<file path="config.mk">
export PLATFORM = sky130hd
export DESIGN_NAME = half_duplex_byte_link_with_rx_ring
export DESIGN_NICKNAME = d
export VERILOG_FILES = /design/src/hw/rtl/hdbl_pkg.sv /design/src/hw/rtl/hdbl_ring.sv /design/src/hw/rtl/half_duplex_byte_link_with_rx_ring.sv
export SDC_FILE = /design/constraint.sdc
export NUM_CORES = 1
export LEC_CHECK = 0
export BUFFER_PORTS_ARGS = -buffer_cell sky130_fd_sc_hd__buf_2
export CAP_MARGIN = 20
export CORE_MARGIN = 5
export CORE_UTILIZATION = 30
export DETAILED_ROUTE_END_ITERATION = 8
export SYNTH_ARGS = -nofsm -noshare
export SYNTH_HDL_FRONTEND = slang
export SYNTH_SLANG_ARGS = --single-unit
</file>
<file path="constraint.sdc">
create_clock -name i_clk -period 3.88 [get_ports i_clk]
set_input_delay 0.582 -clock i_clk [delete_from_list [all_inputs] [get_ports i_clk]]
set_output_delay 0.582 -clock i_clk [all_outputs]
set_load 0.05 [all_outputs]
</file>
<file path="src/hw/rtl/hdbl_pkg.sv">
// Shared event codes, link phases and ring control for the half-duplex byte link.
package hdbl_pkg;

    typedef enum logic [2:0] {
        K_WRITE    = 3'd0,
        K_READ     = 3'd1,
        K_RX_BYTE  = 3'd2,
        K_RX_ERROR = 3'd3,
        K_TX_READY = 3'd4
    } t_kind;

    typedef enum logic [1:0] {
        PH_IDLE    = 2'd0,
        PH_PENDING = 2'd1,
        PH_AWAIT   = 2'd2
    } t_phase;

    typedef struct packed {
        logic wr_en;
        logic rd_en;
    } t_ring_ctl;

endpackage

</file>
<file path="src/hw/rtl/hdbl_ring.sv">
// Receive ring storage: one write port, one registered read port, write-first bypass.
module hdbl_ring #(
    parameter int DEPTH = 64,
    parameter int AW    = 6
) (
    input  logic                  i_clk,
    input  hdbl_pkg::t_ring_ctl   i_ctl,
    input  logic [AW-1:0]         i_waddr,
    input  logic [7:0]            i_wdata,
    input  logic [AW-1:0]         i_raddr,
    output logic [7:0]            o_rdata
);
    import hdbl_pkg::*;

    logic [7:0] r_mem [DEPTH];
    logic [7:0] r_rdata;

    always_ff @(posedge i_clk) begin
        if (i_ctl.wr_en) begin
            r_mem[i_waddr] <= i_wdata;
        end
    end

    // a read issued on the same edge as a write to that entry sees the new byte
    always_ff @(posedge i_clk) begin
        if (i_ctl.rd_en) begin
            if (i_ctl.wr_en && (i_waddr == i_raddr)) begin
                r_rdata <= i_wdata;
            end else begin
                r_rdata <= r_mem[i_raddr];
            end
        end
    end

    assign o_rdata = r_rdata;

endmodule

</file>
<file path="src/hw/rtl/half_duplex_byte_link_with_rx_ring.sv">
// Half-duplex byte link: send/echo check, transmitter enables and receive ring.
//
//  channel | direction | handshake              | payload
//  --------+-----------+------------------------+------------------------------------------
//  in      | sink      | i_in_valid / o_in_stall | i_kind, i_data
//  out     | source    | o_out_valid / i_out_stall | o_read_data .. o_link_state
//
// An item is taken, the ring is read at the read pointer on that edge, and the
// result is then committed into the output register: one item per cycle
// sustained while the output is not stalled, as the registered read of the ring
// memory overlaps with the commit of the item before. Reset is synchronous and
// needs no clearing pass: the fill count guards unwritten ring entries. While
// the output register holds an untaken beat, a finished item waits in the
// execute stage and the input stalls.
module half_duplex_byte_link_with_rx_ring #(
    parameter int RING_DEPTH = 64
) (
    input  logic       i_clk,
    input  logic       i_rst_n,
    input  logic       i_in_valid,
    output logic       o_in_stall,
    input  logic [2:0] i_kind,
    input  logic [7:0] i_data,
    output logic       o_out_valid,
    input  logic       i_out_stall,
    output logic [7:0] o_read_data,
    output logic       o_read_empty,
    output logic       o_tx_valid,
    output logic [7:0] o_tx_data,
    output logic       o_collision,
    output logic       o_dropped,
    output logic       o_transmit_enabled,
    output logic       o_tx_irq_enabled,
    output logic [1:0] o_link_state
);
    import hdbl_pkg::*;

    localparam int AW = $clog2(RING_DEPTH);
    localparam int CW = $clog2(RING_DEPTH + 1);
    localparam logic [AW-1:0] LAST_PTR = AW'(RING_DEPTH - 1);
    localparam logic [CW-1:0] FULL_CNT = CW'(RING_DEPTH);

    // execute stage
    logic          r_busy;
    logic [2:0]    r_kind;
    logic [7:0]    r_data;

    // link state
    t_phase        r_phase, n_phase;
    logic [7:0]    r_pending, n_pending;
    logic [AW-1:0] r_rd_ptr, n_rd_ptr;
    logic [AW-1:0] r_wr_ptr, n_wr_ptr;
    logic [CW-1:0] r_fill, n_fill;
    logic          r_tx_en, n_tx_en;
    logic          r_irq_en, n_irq_en;

    // output beat
    logic          r_out_valid;
    logic [7:0]    r_read_data, n_read_data;
    logic          r_read_empty, n_read_empty;
    logic          r_tx_valid, n_tx_valid;
    logic [7:0]    r_tx_data, n_tx_data;
    logic          r_collision, n_collision;
    logic          r_dropped, n_dropped;

    logic          commit;
    logic          accept;
    logic          store;
    logic [7:0]    ring_q;
    t_ring_ctl     ring_ctl;
    logic [AW-1:0] rd_addr;

    assign commit     = r_busy && (!r_out_valid || !i_out_stall);
    assign o_in_stall = r_busy && !commit;
    assign accept     = i_in_valid && !o_in_stall;

    always_comb begin
        n_phase      = r_phase;
        n_pending    = r_pending;
        n_rd_ptr     = r_rd_ptr;
        n_wr_ptr     = r_wr_ptr;
        n_fill       = r_fill;
        n_tx_en      = r_tx_en;
        n_irq_en     = r_irq_en;
        n_read_data  = 8'd0;
        n_read_empty = 1'b0;
        n_tx_valid   = 1'b0;
        n_tx_data    = 8'd0;
        n_collision  = 1'b0;
        n_dropped    = 1'b0;
        store        = 1'b0;
        case (r_kind)
            K_WRITE: begin
                n_pending = r_data;
                n_phase   = PH_PENDING;
                n_tx_en   = 1'b1;
                n_irq_en  = 1'b1;
            end
            K_READ: begin
                if (r_fill != '0) begin
                    n_read_data = ring_q;
                    n_rd_ptr    = (r_rd_ptr == LAST_PTR) ? '0 : r_rd_ptr + AW'(1);
                    n_fill      = r_fill - CW'(1);
                end else begin
                    n_read_empty = 1'b1;
                end
            end
            K_RX_BYTE: begin
                if (r_phase == PH_IDLE) begin
                    if (r_fill >= FULL_CNT) begin
                        n_dropped = 1'b1;
                    end else begin
                        store    = 1'b1;
                        n_wr_ptr = (r_wr_ptr == LAST_PTR) ? '0 : r_wr_ptr + AW'(1);
                        n_fill   = r_fill + CW'(1);
                    end
                end else begin
                    // echo of our own byte: any difference means another sender
                    if (r_data != r_pending) begin
                        n_collision = 1'b1;
                        n_tx_en     = 1'b0;
                        n_irq_en    = 1'b0;
                    end
                    n_phase = PH_IDLE;
                end
            end
            K_RX_ERROR: begin
                n_tx_en  = 1'b0;
                n_irq_en = 1'b0;
            end
            K_TX_READY: begin
                if (r_phase == PH_PENDING) begin
                    n_tx_valid = 1'b1;
                    n_tx_data  = r_pending;
                    n_phase    = PH_AWAIT;
                end else begin
                    n_irq_en = 1'b0;
                end
            end
            default: begin
            end
        endcase
    end

    // next item reads at the pointer left by the item committing now
    assign rd_addr        = commit ? n_rd_ptr : r_rd_ptr;
    assign ring_ctl.wr_en = commit && store;
    assign ring_ctl.rd_en = accept;

    hdbl_ring #(
        .DEPTH (RING_DEPTH),
        .AW    (AW)
    ) u_ring (
        .i_clk   (i_clk),
        .i_ctl   (ring_ctl),
        .i_waddr (r_wr_ptr),
        .i_wdata (r_data),
        .i_raddr (rd_addr),
        .o_rdata (ring_q)
    );

    always_ff @(posedge i_clk) begin
        if (!i_rst_n) begin
            r_busy      <= 1'b0;
            r_out_valid <= 1'b0;
            r_phase     <= PH_IDLE;
            r_pending   <= 8'd0;
            r_rd_ptr    <= '0;
            r_wr_ptr    <= '0;
            r_fill      <= '0;
            r_tx_en     <= 1'b0;
            r_irq_en    <= 1'b0;
        end else begin
            if (accept) begin
                r_busy <= 1'b1;
            end else if (commit) begin
                r_busy <= 1'b0;
            end
            if (commit) begin
                r_out_valid <= 1'b1;
                r_phase     <= n_phase;
                r_pending   <= n_pending;
                r_rd_ptr    <= n_rd_ptr;
                r_wr_ptr    <= n_wr_ptr;
                r_fill      <= n_fill;
                r_tx_en     <= n_tx_en;
                r_irq_en    <= n_irq_en;
            end else if (!i_out_stall) begin
                r_out_valid <= 1'b0;
            end
        end
    end

    always_ff @(posedge i_clk) begin
        if (accept) begin
            r_kind <= i_kind;
            r_data <= i_data;
        end
        if (commit) begin
            r_read_data  <= n_read_data;
            r_read_empty <= n_read_empty;
            r_tx_valid   <= n_tx_valid;
            r_tx_data    <= n_tx_data;
            r_collision  <= n_collision;
            r_dropped    <= n_dropped;
        end
    end

    assign o_out_valid        = r_out_valid;
    assign o_read_data        = r_read_data;
    assign o_read_empty       = r_read_empty;
    assign o_tx_valid         = r_tx_valid;
    assign o_tx_data          = r_tx_data;
    assign o_collision        = r_collision;
    assign o_dropped          = r_dropped;
    assign o_transmit_enabled = r_tx_en;
    assign o_tx_irq_enabled   = r_irq_en;
    assign o_link_state       = r_phase;

    a_fill_bound: assert property (@(posedge i_clk) disable iff (!i_rst_n)
        r_fill <= FULL_CNT)
        else $error("ring fill count above depth");

    a_empty_ptrs: assert property (@(posedge i_clk) disable iff (!i_rst_n)
        (r_fill == '0) |-> (r_rd_ptr == r_wr_ptr))
        else $error("empty ring with unequal pointers");

    a_tx_await: assert property (@(posedge i_clk) disable iff (!i_rst_n)
        (r_out_valid && r_tx_valid) |-> (r_phase == PH_AWAIT))
        else $error("byte sent but link not awaiting echo");

    a_coll_off: assert property (@(posedge i_clk) disable iff (!i_rst_n)
        (r_out_valid && r_collision) |-> (!r_tx_en && !r_irq_en && r_phase == PH_IDLE))
        else $error("collision left transmitter enabled");

    a_hold_beat: assert property (@(posedge i_clk) disable iff (!i_rst_n)
        (r_out_valid && i_out_stall) |=> (r_out_valid && !commit || !r_busy || $stable(r_phase)))
        else $error("state moved while result beat stalled");

endmodule
</file>
=== After elaboration in Yosys (flattened, before gate mapping) ===
Memory sizes are Yosys's and may differ from the RTL's. A register that Yosys moved wholly into a read port is not among the register bits.
Cells that the tools add are included.

* Memories kept: 1
* Bits of input ports: 15
* Output and inout port bits: 26
* RAM bits: 512
* Register bits after elaboration: 64

* Mux-type cells: 30
* Reduce and logical (&&, ||, !) cells: 27
* Eq/ne operators: 16
* $add $sub $neg: 4
* Order comparisons: 1
* Bitwise gates (word level): 2

{| class="wikitable"
|+ Memory list
! memory !! depth !! bits a word !! rd ports !! clocked after memory_dff !! wr ports !! line !! text
|-
| u_ring.r_mem || 64 || 8 || 1 || 1 || 1 || hdbl_ring.sv:15 || <nowiki>logic [7:0] r_mem [DEPTH];</nowiki>
|}

{| class="wikitable"
|+ Operator list
! cell !! count
|-
| 6-bit 2-to-1 mux || 5
|-
| 7-bit 2-to-1 mux || 3
|-
| 1-bit 2-to-1 mux || 16
|-
| 2-bit != test, second input constant || 7
|-
| 7-bit case mux with 2 select lines || 1
|-
| 6-bit by 1-bit adder with 6-bit output, second input constant || 2
|-
| 6-bit == test, second input constant || 2
|-
| 4-bit AND reduction || 3
|-
| 5-bit AND reduction || 2
|-
| 8-bit != test || 1
|-
| 2-bit AND reduction || 4
|-
| 7-bit by 1-bit adder with 7-bit output, second input constant || 1
|-
| 7-bit >= comparator, second input constant || 1
|-
| 7-bit nonzero test || 1
|-
| 7-bit by 1-bit subtractor with 7-bit output, second input constant || 1
|-
| 3-bit by 2-bit == test with 1-bit output, second input constant || 2
|-
| 2-bit case mux with 3 select lines || 1
|-
| 3-bit nonzero test || 2
|-
| 1-bit logical AND || 4
|-
| 1-bit logical NOT || 4
|-
| 2-bit 2-to-1 mux || 2
|-
| 1-bit case mux with 4 select lines || 1
|-
| 2-bit nonzero test || 2
|-
| 4-bit nonzero test || 1
|-
| other kinds (10) || 11
|}

=== Logic depth before layout (Yosys ltp) ===
Gate-level depths: netlist (run 1).

* Depth in word-level cells: 8
* Mapped depth: 14
* Mapped depth without buffers: 13

=== Modules after synthesis ===
A second synthesis (run 1) with hierarchy kept.

* Cell total of the unflattened synthesis: 1,410
* Area, all modules: 23,475.0 sq um

{| class="wikitable"
|+ Modules (own cells, without submodules)
! module !! area each (sq um) !! instances !! cells an instance
|-
| hdbl_ring || 20,591.0 || 1 || 1,143
|-
| half_duplex_byte_link_with_rx_ring || 2,884.0 || 1 || 267
|}

=== Worst setup path after synthesis (run 1) ===
Ideal clock, no wire load.

* Path kind: register -> register
* Start: reg r_out_valid, in the netlist o_out_valid
* End: reg u_ring.r_rdata[3], in the netlist u_ring.o_rdata[3] (read register of u_ring.r_mem), data pin
* Clock period less this slack: 3.345 ns
* Data required time: 3.619 ns
* Setup slack: 0.535 ns
* Data arrival time: 3.084 ns
* Cell stages (with the launch flop): 13
* Path through: dfxtp_1 -> a21bo_2 -> inv_2 -> o211ai_2 -> buf_6 -> mux2i_4 -> buf_2 -> buf_4 -> buf_2 -> a311oi_1 -> o21ai_0 -> o311ai_0 -> a221o_1

* Longest elaborated chain between the ends: 7
* Elaborated cells on any way between the ends: 8
* Classes of those cells: mux (1); reduce/logical (7)

{| class="wikitable"
|+ RTL lines
! element !! line !! text
|-
| start: declaration || half_duplex_byte_link_with_rx_ring.sv:58 || <nowiki>logic r_out_valid;</nowiki>
|-
| start signal: assignment || half_duplex_byte_link_with_rx_ring.sv:165 || <nowiki>r_out_valid <= 1'b0;</nowiki>
|-
| start signal: assignment || half_duplex_byte_link_with_rx_ring.sv:180 || <nowiki>r_out_valid <= 1'b1;</nowiki>
|-
| start signal: assignment || half_duplex_byte_link_with_rx_ring.sv:189 || <nowiki>r_out_valid <= 1'b0;</nowiki>
|-
| 1-bit logical NOT * || half_duplex_byte_link_with_rx_ring.sv:73 || <nowiki>assign commit = r_busy && (!r_out_valid || !i_out_stall);</nowiki>
|-
| 1-bit logical OR * || half_duplex_byte_link_with_rx_ring.sv:73 ||
|-
| 1-bit logical AND * || half_duplex_byte_link_with_rx_ring.sv:73 ||
|-
| via commit || half_duplex_byte_link_with_rx_ring.sv:66 || <nowiki>logic commit;</nowiki>
|-
| 1-bit logical NOT || half_duplex_byte_link_with_rx_ring.sv:74 || <nowiki>assign o_in_stall = r_busy && !commit;</nowiki>
|-
| 1-bit logical AND || half_duplex_byte_link_with_rx_ring.sv:74 ||
|-
| 1-bit logical NOT || half_duplex_byte_link_with_rx_ring.sv:75 || <nowiki>assign accept = i_in_valid && !o_in_stall;</nowiki>
|-
| 1-bit logical AND || half_duplex_byte_link_with_rx_ring.sv:75 ||
|-
| end: declaration || hdbl_ring.sv:16 || <nowiki>logic [7:0] r_rdata;</nowiki>
|}

The timed path passes the listed nets; every way through them passes the cells marked *.
A chain may end at the register's enable or synchronous reset.

=== Worst setup path after layout (run 1) ===
* Start: reg r_kind[1]
* End: reg u_ring.r_rdata[5], in the netlist u_ring.o_rdata[5] (read register of u_ring.r_mem), data pin

* Longest elaborated chain between the ends: 3

{| class="wikitable"
|+ RTL lines
! element !! line !! text
|-
| start: declaration || half_duplex_byte_link_with_rx_ring.sv:45 || <nowiki>logic [2:0] r_kind;</nowiki>
|-
| start signal: assignment || half_duplex_byte_link_with_rx_ring.sv:196 || <nowiki>r_kind <= i_kind;</nowiki>
|-
| 3-bit by 1-bit == test with 1-bit output || half_duplex_byte_link_with_rx_ring.sv:92 || <nowiki>case (r_kind)</nowiki>
|-
| 6-bit 2-to-1 mux || half_duplex_byte_link_with_rx_ring.sv:92 ||
|-
| 6-bit 2-to-1 mux || n/a ||
|}

No other way between the ends.

==> results.toml, run 1 <==
[logic_synthesis]
ys_seq_elements = 584
synthSimpleGateAreaFrac_pct = 10.9
number_of_standard_cells_after_synthesis = 1620
largest_family_of_logic_cells_by_synthesized_area = "simple AND/OR/NAND/NOR gates"
yosysWarningCount = 0
yosys.area_share.adder_pct = 0.455
ys_async_sr_fraction_pct = 0
synth_mux_area_share_pct = 6.63
synthesis.area_per_instance_um2 = 14.6
yosys_most_used_dff = "edfxtp_1"
top_post_synthesis_cells_by_area = "edfxtp_1 (70%), nand2_1 (4.4%), mux2i_1 (3.1%), mux4_2 (3.0%), dfxtp_1 (2.8%)"
synthDominantAreaCellType = "edfxtp_1"
synth_area_mm2 = 0.0236
synthDominantCellAreaShare_pct = 70.0
fraction_of_the_mapped_netlist_area_in_compound_gates_pct = 6.00
post-synth-top-count-cell = "edfxtp_1"
yosys.area_share.xor_xnor_pct = 1.06
post_synth_most_frequent_cells = "edfxtp_1 (551), nand2_1 (279), nor2_1 (133), nand3_1 (85), mux2i_1 (74)"
synth_enable_flop_cells = 551
synthDistinctLibCells = 68
seq_area_frac_synth_pct = 72.8
synthesis.nets = 1643

[power_and_ir_drop]
max-vdd-ir-drop_uv = 303
leakagePower_nw = 9.22
power.density_mw_per_mm2 = 446

[critical_path]
worst-endpoint-required_ns = 4.31
setup.worst_path.end_class = "register"
rr_endpoint = "u_ring.o_rdata[5]$_DFFE_PP_"
crit_chain = "or3b_1 > a2111oi_2 > o22ai_2 > nand2_1 > nor3_1 > buf_4 > nand3_1 > nand4_1 > or4_1 > nand3_1"
rrSetupSlack_ns = 0.12
critPathKind = "register to register"
timing.critical_path.fanout_max = 9
critical_path.reg2reg.startpoint = "r_kind[1]$_DFFE_PP_"
worst_path_max_stage_delay_ns = 0.58
worst_setup_path_startpoint = "r_kind[1]$_DFFE_PP_"
r2r_cells = 10
start_kind = "register"
critical_path_arrival_ns = 4.19
critPathMostFrequentCell = "nand3_1"
slowest_stage = "a2111oi_2"

[route]
vias_per_cell = 5.05
drt_iter0_markers = 1620
routed-via-count = 14471
detailed_router_iteration_count_before_antenna_repair = 6
number_of_remaining_drc_errors = 0
wl_per_cell_um = 21.9
postRouteAntennaNets = 0
routed_wirelength_mm = 62.7

[timing]
timing.final.crit_period_ns = 3.76
max_freq_mhz = 266
slew_viol_final = 0
timing.final.crit_share_pct = 97.0
post-route-worst-setup-slack_ns = 0.117
finalSetupViolations = 0
rsz0062_at_grt = "false"
tightest_slew_ns = 0.933
finalHoldViolations = 0
worst_clock_skew_ns = 0.0197
slew_headroom_pct = 37.5
hold-worst-slack_ns = 0.147

[grt]
grt_max_degree = 67
grt_first_pass_wirelength_mm = 93.8
first_global_vias = 14258
globalRoute.totalOverflow = 0
grt_util_all_layers_pct = 14.4
grt_antenna_before_repair = 1

[clock_network]
numCtsBuffers = 57
h-tree-depth = 2
cts_num_sinks = 584
cts_tree = "done"
cts.reportedPaths.clkPinSlew_ns = 0.06
hold_fix_buffers_at_cts = 0
cts_root_buffer = "clkbuf_16"
clkLatencyLatePin_ns = 0.62
maximum_clock_path_buffer_count = 3

[floorplanning]
die_w_um = 291
io_pins = 41
std_cell_rows = 103
initial_core_util_pct = 30.1
die_area_mm2 = 0.0845
core_mm2 = 0.0785
die_height_um = 291

[final_layout]
filler_cell_count = 7459
final_layout_size_suffix_gt1_share_pct = 17.2
layout.core_utilization_pct = 35.2
area.growth.synth_to_final_pct = 17.0
diodes = 0
nets_final = 1791

[flow_run]
drv.max_cap_violation_count = 0

[min_path]
holdPathEnd = "r_data[5]$_DFFE_PP_"
worst_hold_path.num_cells = 1
hold_path.class = "primary input to register"
min-delay-start = "i_data[5]"

[placed_design]
gp_congestion = 0.854
place_ws_ns = -0.145
dp.final_hpwl_mm = 39.7
number_of_buffers_inserted_by_port_buffering = 40

[status]
outcome = "finished clean"
==> worst max path at each step <==
stage / cells past startpoint / to
6_report: 10 / u_ring.o_rdata[5]$_DFFE_PP_
5_1_grt: 10 / u_ring.o_rdata[5]$_DFFE_PP_
4_1_cts: 10 / u_ring.o_rdata[5]$_DFFE_PP_
3_5_place_dp: 12 / u_ring.o_rdata[5]$_DFFE_PP_
3_3_place_gp: 12 / u_ring.o_rdata[5]$_DFFE_PP_
2_1_floorplan: 12 / u_ring.o_rdata[3]$_DFFE_PP_
==> power by group <==
part / switching, mW / internal, mW
clock network: 2.31 / 2.77
registers: 0.0254 / 6.92
logic: 0.234 / 0.0721
total: 2.57 / 9.75
==> area by class of cell <==
cell class / count / area [um^2] / area share (%)
sequential: 584 / 17200 / 62.2
tap: 1050 / 1310 / 4.75
inverter: 11 / 41.3 / 0.149
timing repair buffer: 178 / 1400 / 5.08
clock buffer: 72 / 1480 / 5.36
clock inverter: 34 / 198 / 0.715
multi-input combinational: 936 / 6000 / 21.7
==> cells in the final DEF, fill, tap and decap left out, types with 6 or more instances in the layout <==
cell type / synthesis / layout
and3_1: 6 / 6
a32o_1: 14 / 14
a21oi_1: 54 / 54
xor2_1: 9 / 9
mux2i_1: 74 / 73
o221ai_1: 6 / 6
xnor2_1: 16 / 16
or3_1: 6 / 6
a22oi_1: 17 / 17
a31oi_1: 16 / 16
clkinv_1: 0 / 15
nand2_1: 279 / 279
buf_4: 2 / 124
inv_1: 10 / 10
mux4_2: 32 / 32
edfxtp_1: 551 / 551
clkbuf_1: 35 / 15
o21ai_0: 19 / 19
clkinv_2: 0 / 12
ha_1: 7 / 7
and2_1: 17 / 17
dfxtp_1: 33 / 33
nand4_1: 30 / 30
clkbuf_16: 0 / 57
a32oi_1: 25 / 25
buf_2: 36 / 41
nor2_1: 133 / 133
nand3_1: 85 / 85
nor3_1: 11 / 11
buf_12: 0 / 12
==> worst max-delay path: cells and delay by family (launching register included) <==
kind / cells / cell delay, ns
buffers and inverters: 1 / 0.17
AO/OA/AOI/OAI: 2 / 0.91
flip-flops: 1 / 0.55
AND/OR/NAND/NOR: 7 / 1.92
==> repair_timing <==
action,CTS,global route
cloned,0,0
pin swaps,0,1
buffers inserted,0,6
endpoints found under the setup margin,1,1
resized for setup,1,1
==> metal layers <==
layer | GRT usage [%] | vias up | share of wire, %
met4 | 3.13 | 0 | 2.0
met5 | 0 | - | 0
li1 | - | 6467 | -
met2 | 24.1 | 546 | 49
met1 | 19.7 | 7368 | 42
met3 | 2.51 | 90 | 7.2
==> flip-flops by register name, summed over array words and instances, names as in the netlist <==
name,count
o_collision,1
o_dropped,1
o_link_state,2
o_out_valid,1
o_read_data,8
o_read_empty,1
o_transmit_enabled,1
o_tx_data,8
o_tx_irq_enabled,1
o_tx_valid,1
r_busy,1
r_data,8
r_fill,7
r_kind,3
r_pending,8
r_rd_ptr,6
r_wr_ptr,6
u_ring.o_rdata,8
u_ring.r_mem,512
==> cells by family (layout without fill, tap and decap cells) <==
logic type / count (synthesis) / count (layout)
AND/OR/NAND/NOR: 591 / 591
flip-flops: 584 / 584
AO/OA/AOI/OAI: 196 / 196
multiplexers: 114 / 114
buffers and inverters: 100 / 295
XOR/XNOR: 27 / 27
adder cells (fa/ha/maj): 8 / 8
==> through the flow <==
| step | instances | total power [mW] | TNS (ns) | area [um^2] |
|---|---|---|---|---|
| after CTS | 2858 | 12.4 | 0 | 27600 |
| after floorplan | 1620 | 7.24 | 0 | 23600 |
| final | 2865 | 12.3 | 0 | 27600 |
| after global routing | 2865 | 12.7 | 0 | 27600 |
| after global placement | 2751 | 7.37 | -0.0487 | 25900 |
| after detailed placement | 2752 | 7.38 | -0.145 | 25900 |
Note: power is estimated with default switching activity, not from simulation.
==> run 2, diff against run 1 <==
Settings changed: CELL_PAD_IN_SITES_DETAIL_PLACEMENT set to 1, CELL_PAD_IN_SITES_GLOBAL_PLACEMENT set to 1, PLACE_DENSITY_LB_ADDON set to 0.1.
==> results.toml, run 2 (same netlist as run 1, synthesis figures left out) <==
[floorplanning]
die_height_um = 291
die_w_um = 291
core_mm2 = 0.0785
std_cell_rows = 103
initial_core_util_pct = 30.1
die_area_mm2 = 0.0845
io_pins = 41

[critical_path]
worst-endpoint-required_ns = 4.35
r2r_cells = 11
rrSetupSlack_ns = 0.09
worstSetupEndpoint = "u_ring.o_rdata[5]$_DFFE_PP_"
critical_path.reg2reg.startpoint = "r_fill[3]$_SDFFE_PN0P_"
worst_setup_path_startpoint = "r_fill[3]$_SDFFE_PN0P_"
timing.critical_path.fanout_max = 40
critPathKind = "register to register"
start_kind = "register"
setup.worst_path.end_class = "register"
critical_path_arrival_ns = 4.26
rr_endpoint = "u_ring.o_rdata[5]$_DFFE_PP_"

[final_layout]
regMostFlops = "u_ring.r_mem"
postLayoutCellArea_mm2 = 0.0284
nets_final = 1827
layout.cells.most_common = "edfxtp_1"
diodes = 0
layout.core_utilization_pct = 36.2
final_layout_size_suffix_gt1_share_pct = 19.7
finalNonFillerCells = 2906
largest_register_ff_count = 512
area.growth.synth_to_final_pct = 20.2
layout.cells.most_common_list = "edfxtp_1 (551), nand2_1 (279), buf_4 (147)"

[clock_network]
cts_num_sinks = 584
maximum_clock_path_buffer_count = 3
cts_tree = "done"
cts.reportedPaths.clkPinSlew_ns = 0.06
numCtsBuffers = 70
clkLatencyLatePin_ns = 0.61
h-tree-depth = 3
cts_root_buffer = "clkbuf_16"

[timing]
finalHoldViolations = 0
setup_tns_ns = 0
timing.final.crit_share_pct = 97.8
timing.final.crit_period_ns = 3.79
worst_clock_skew_ns = 0.0221
finalSetupViolations = 0
slew_headroom_pct = 31.8
max_freq_mhz = 264
tightest_slew_ns = 1.02
slew_viol_final = 0
hold-worst-slack_ns = 0.149

[route]
routed-via-count = 14450
drt_iter0_markers = 922
wl_per_cell_um = 26.0
routed_wirelength_mm = 75.7
vias_per_cell = 4.97
postRouteAntennaNets = 0
number_of_remaining_drc_errors = 0
detailed_router_iteration_count_before_antenna_repair = 6

[grt]
first_global_vias = 15211
grt_antenna_before_repair = 3
grt_util_all_layers_pct = 17.5
grt_max_degree = 67
globalRoute.totalOverflow = 0
grt_first_pass_wirelength_mm = 109

[placed_design]
placedInstanceArea_mm2 = 0.0261
numPlacedInstances = 2778
number_of_buffers_inserted_by_port_buffering = 40
gp_congestion = 0.815
dp.final_hpwl_mm = 48.2

[power_and_ir_drop]
max-vdd-ir-drop_uv = 289
power.density_mw_per_mm2 = 480
leakagePower_nw = 9.63

[min_path]
hold_path.class = "primary input to register"

[status]
outcome = "finished clean"

[flow_run]
drv.max_cap_violation_count = 0
[run 2: repair_timing]
action	in CTS	in global routing
gates resized for setup	1	4
setup buffers	0	3
hold buffers	0	0
pin swaps	0	1
setup endpoints to repair	1	5
gates cloned	0	1
[run 2: area by class of cell]
type / count / area [um^2]
clock buffers: 93 / 1940
repair buffers: 201 / 1590
flip-flops and latches: 584 / 17200
multi-input cells: 936 / 6030
clock inverters: 31 / 273
fillers: 8056 / 50100
well taps: 1050 / 1310
inverters: 11 / 41.3
[run 2: how the worst min path moves through the flow]
stage          cells after the start                start                  endpoint  slack (ns)
6_report                           1            i_data[6]       r_data[6]$_DFFE_PP_        0.15
5_1_grt                            1            i_data[6]       r_data[6]$_DFFE_PP_        0.13
4_1_cts                            1            i_data[6]       r_data[6]$_DFFE_PP_        0.11
3_5_place_dp                       2  r_busy$_SDFFE_PN0P_  o_out_valid$_SDFFE_PN0P_        0.49
3_3_place_gp                       2  r_busy$_SDFFE_PN0P_  o_out_valid$_SDFFE_PN0P_        0.47
2_1_floorplan                      2  r_busy$_SDFFE_PN0P_  o_out_valid$_SDFFE_PN0P_        0.44
[run 2: where the power goes]
part | internal, mW | switching, mW | leakage, nW
Combinational | 0.0736 | 0.251 | 3.29
Clock | 3.79 | 2.59 | 1.09
Sequential | 6.92 | 0.0218 | 5.25
[run 2: routing by layer]
layer  wire length, um  global-route usage (%)
met5                21                       0
met4              2060                    5.54
met3              2770                    2.71
met2             36000                    28.8
met1             34800                    24.0
[run 2: worst max-delay path, cell delays in order, from the launching register on]
cell      delay, ns
dfxtp_1        0.34
or4_4          0.59
o211ai_2       0.18
buf_4          0.27
mux2i_4        0.42
buf_12         0.29
mux2i_1        0.15
a32o_1         0.24
o21ai_1        0.18
o221ai_1       0.18
or4_1          0.64
nand3_1        0.14
[run 2: metrics by stage]
step                      worst slack (ns)  power [mW]
after floorplan                      0.535        7.24
after global placement              0.0173        7.40
after detailed placement           -0.0275        7.41
after CTS                          0.00485        13.8
after global routing           -0.00000222        14.1
final                               0.0867        13.6
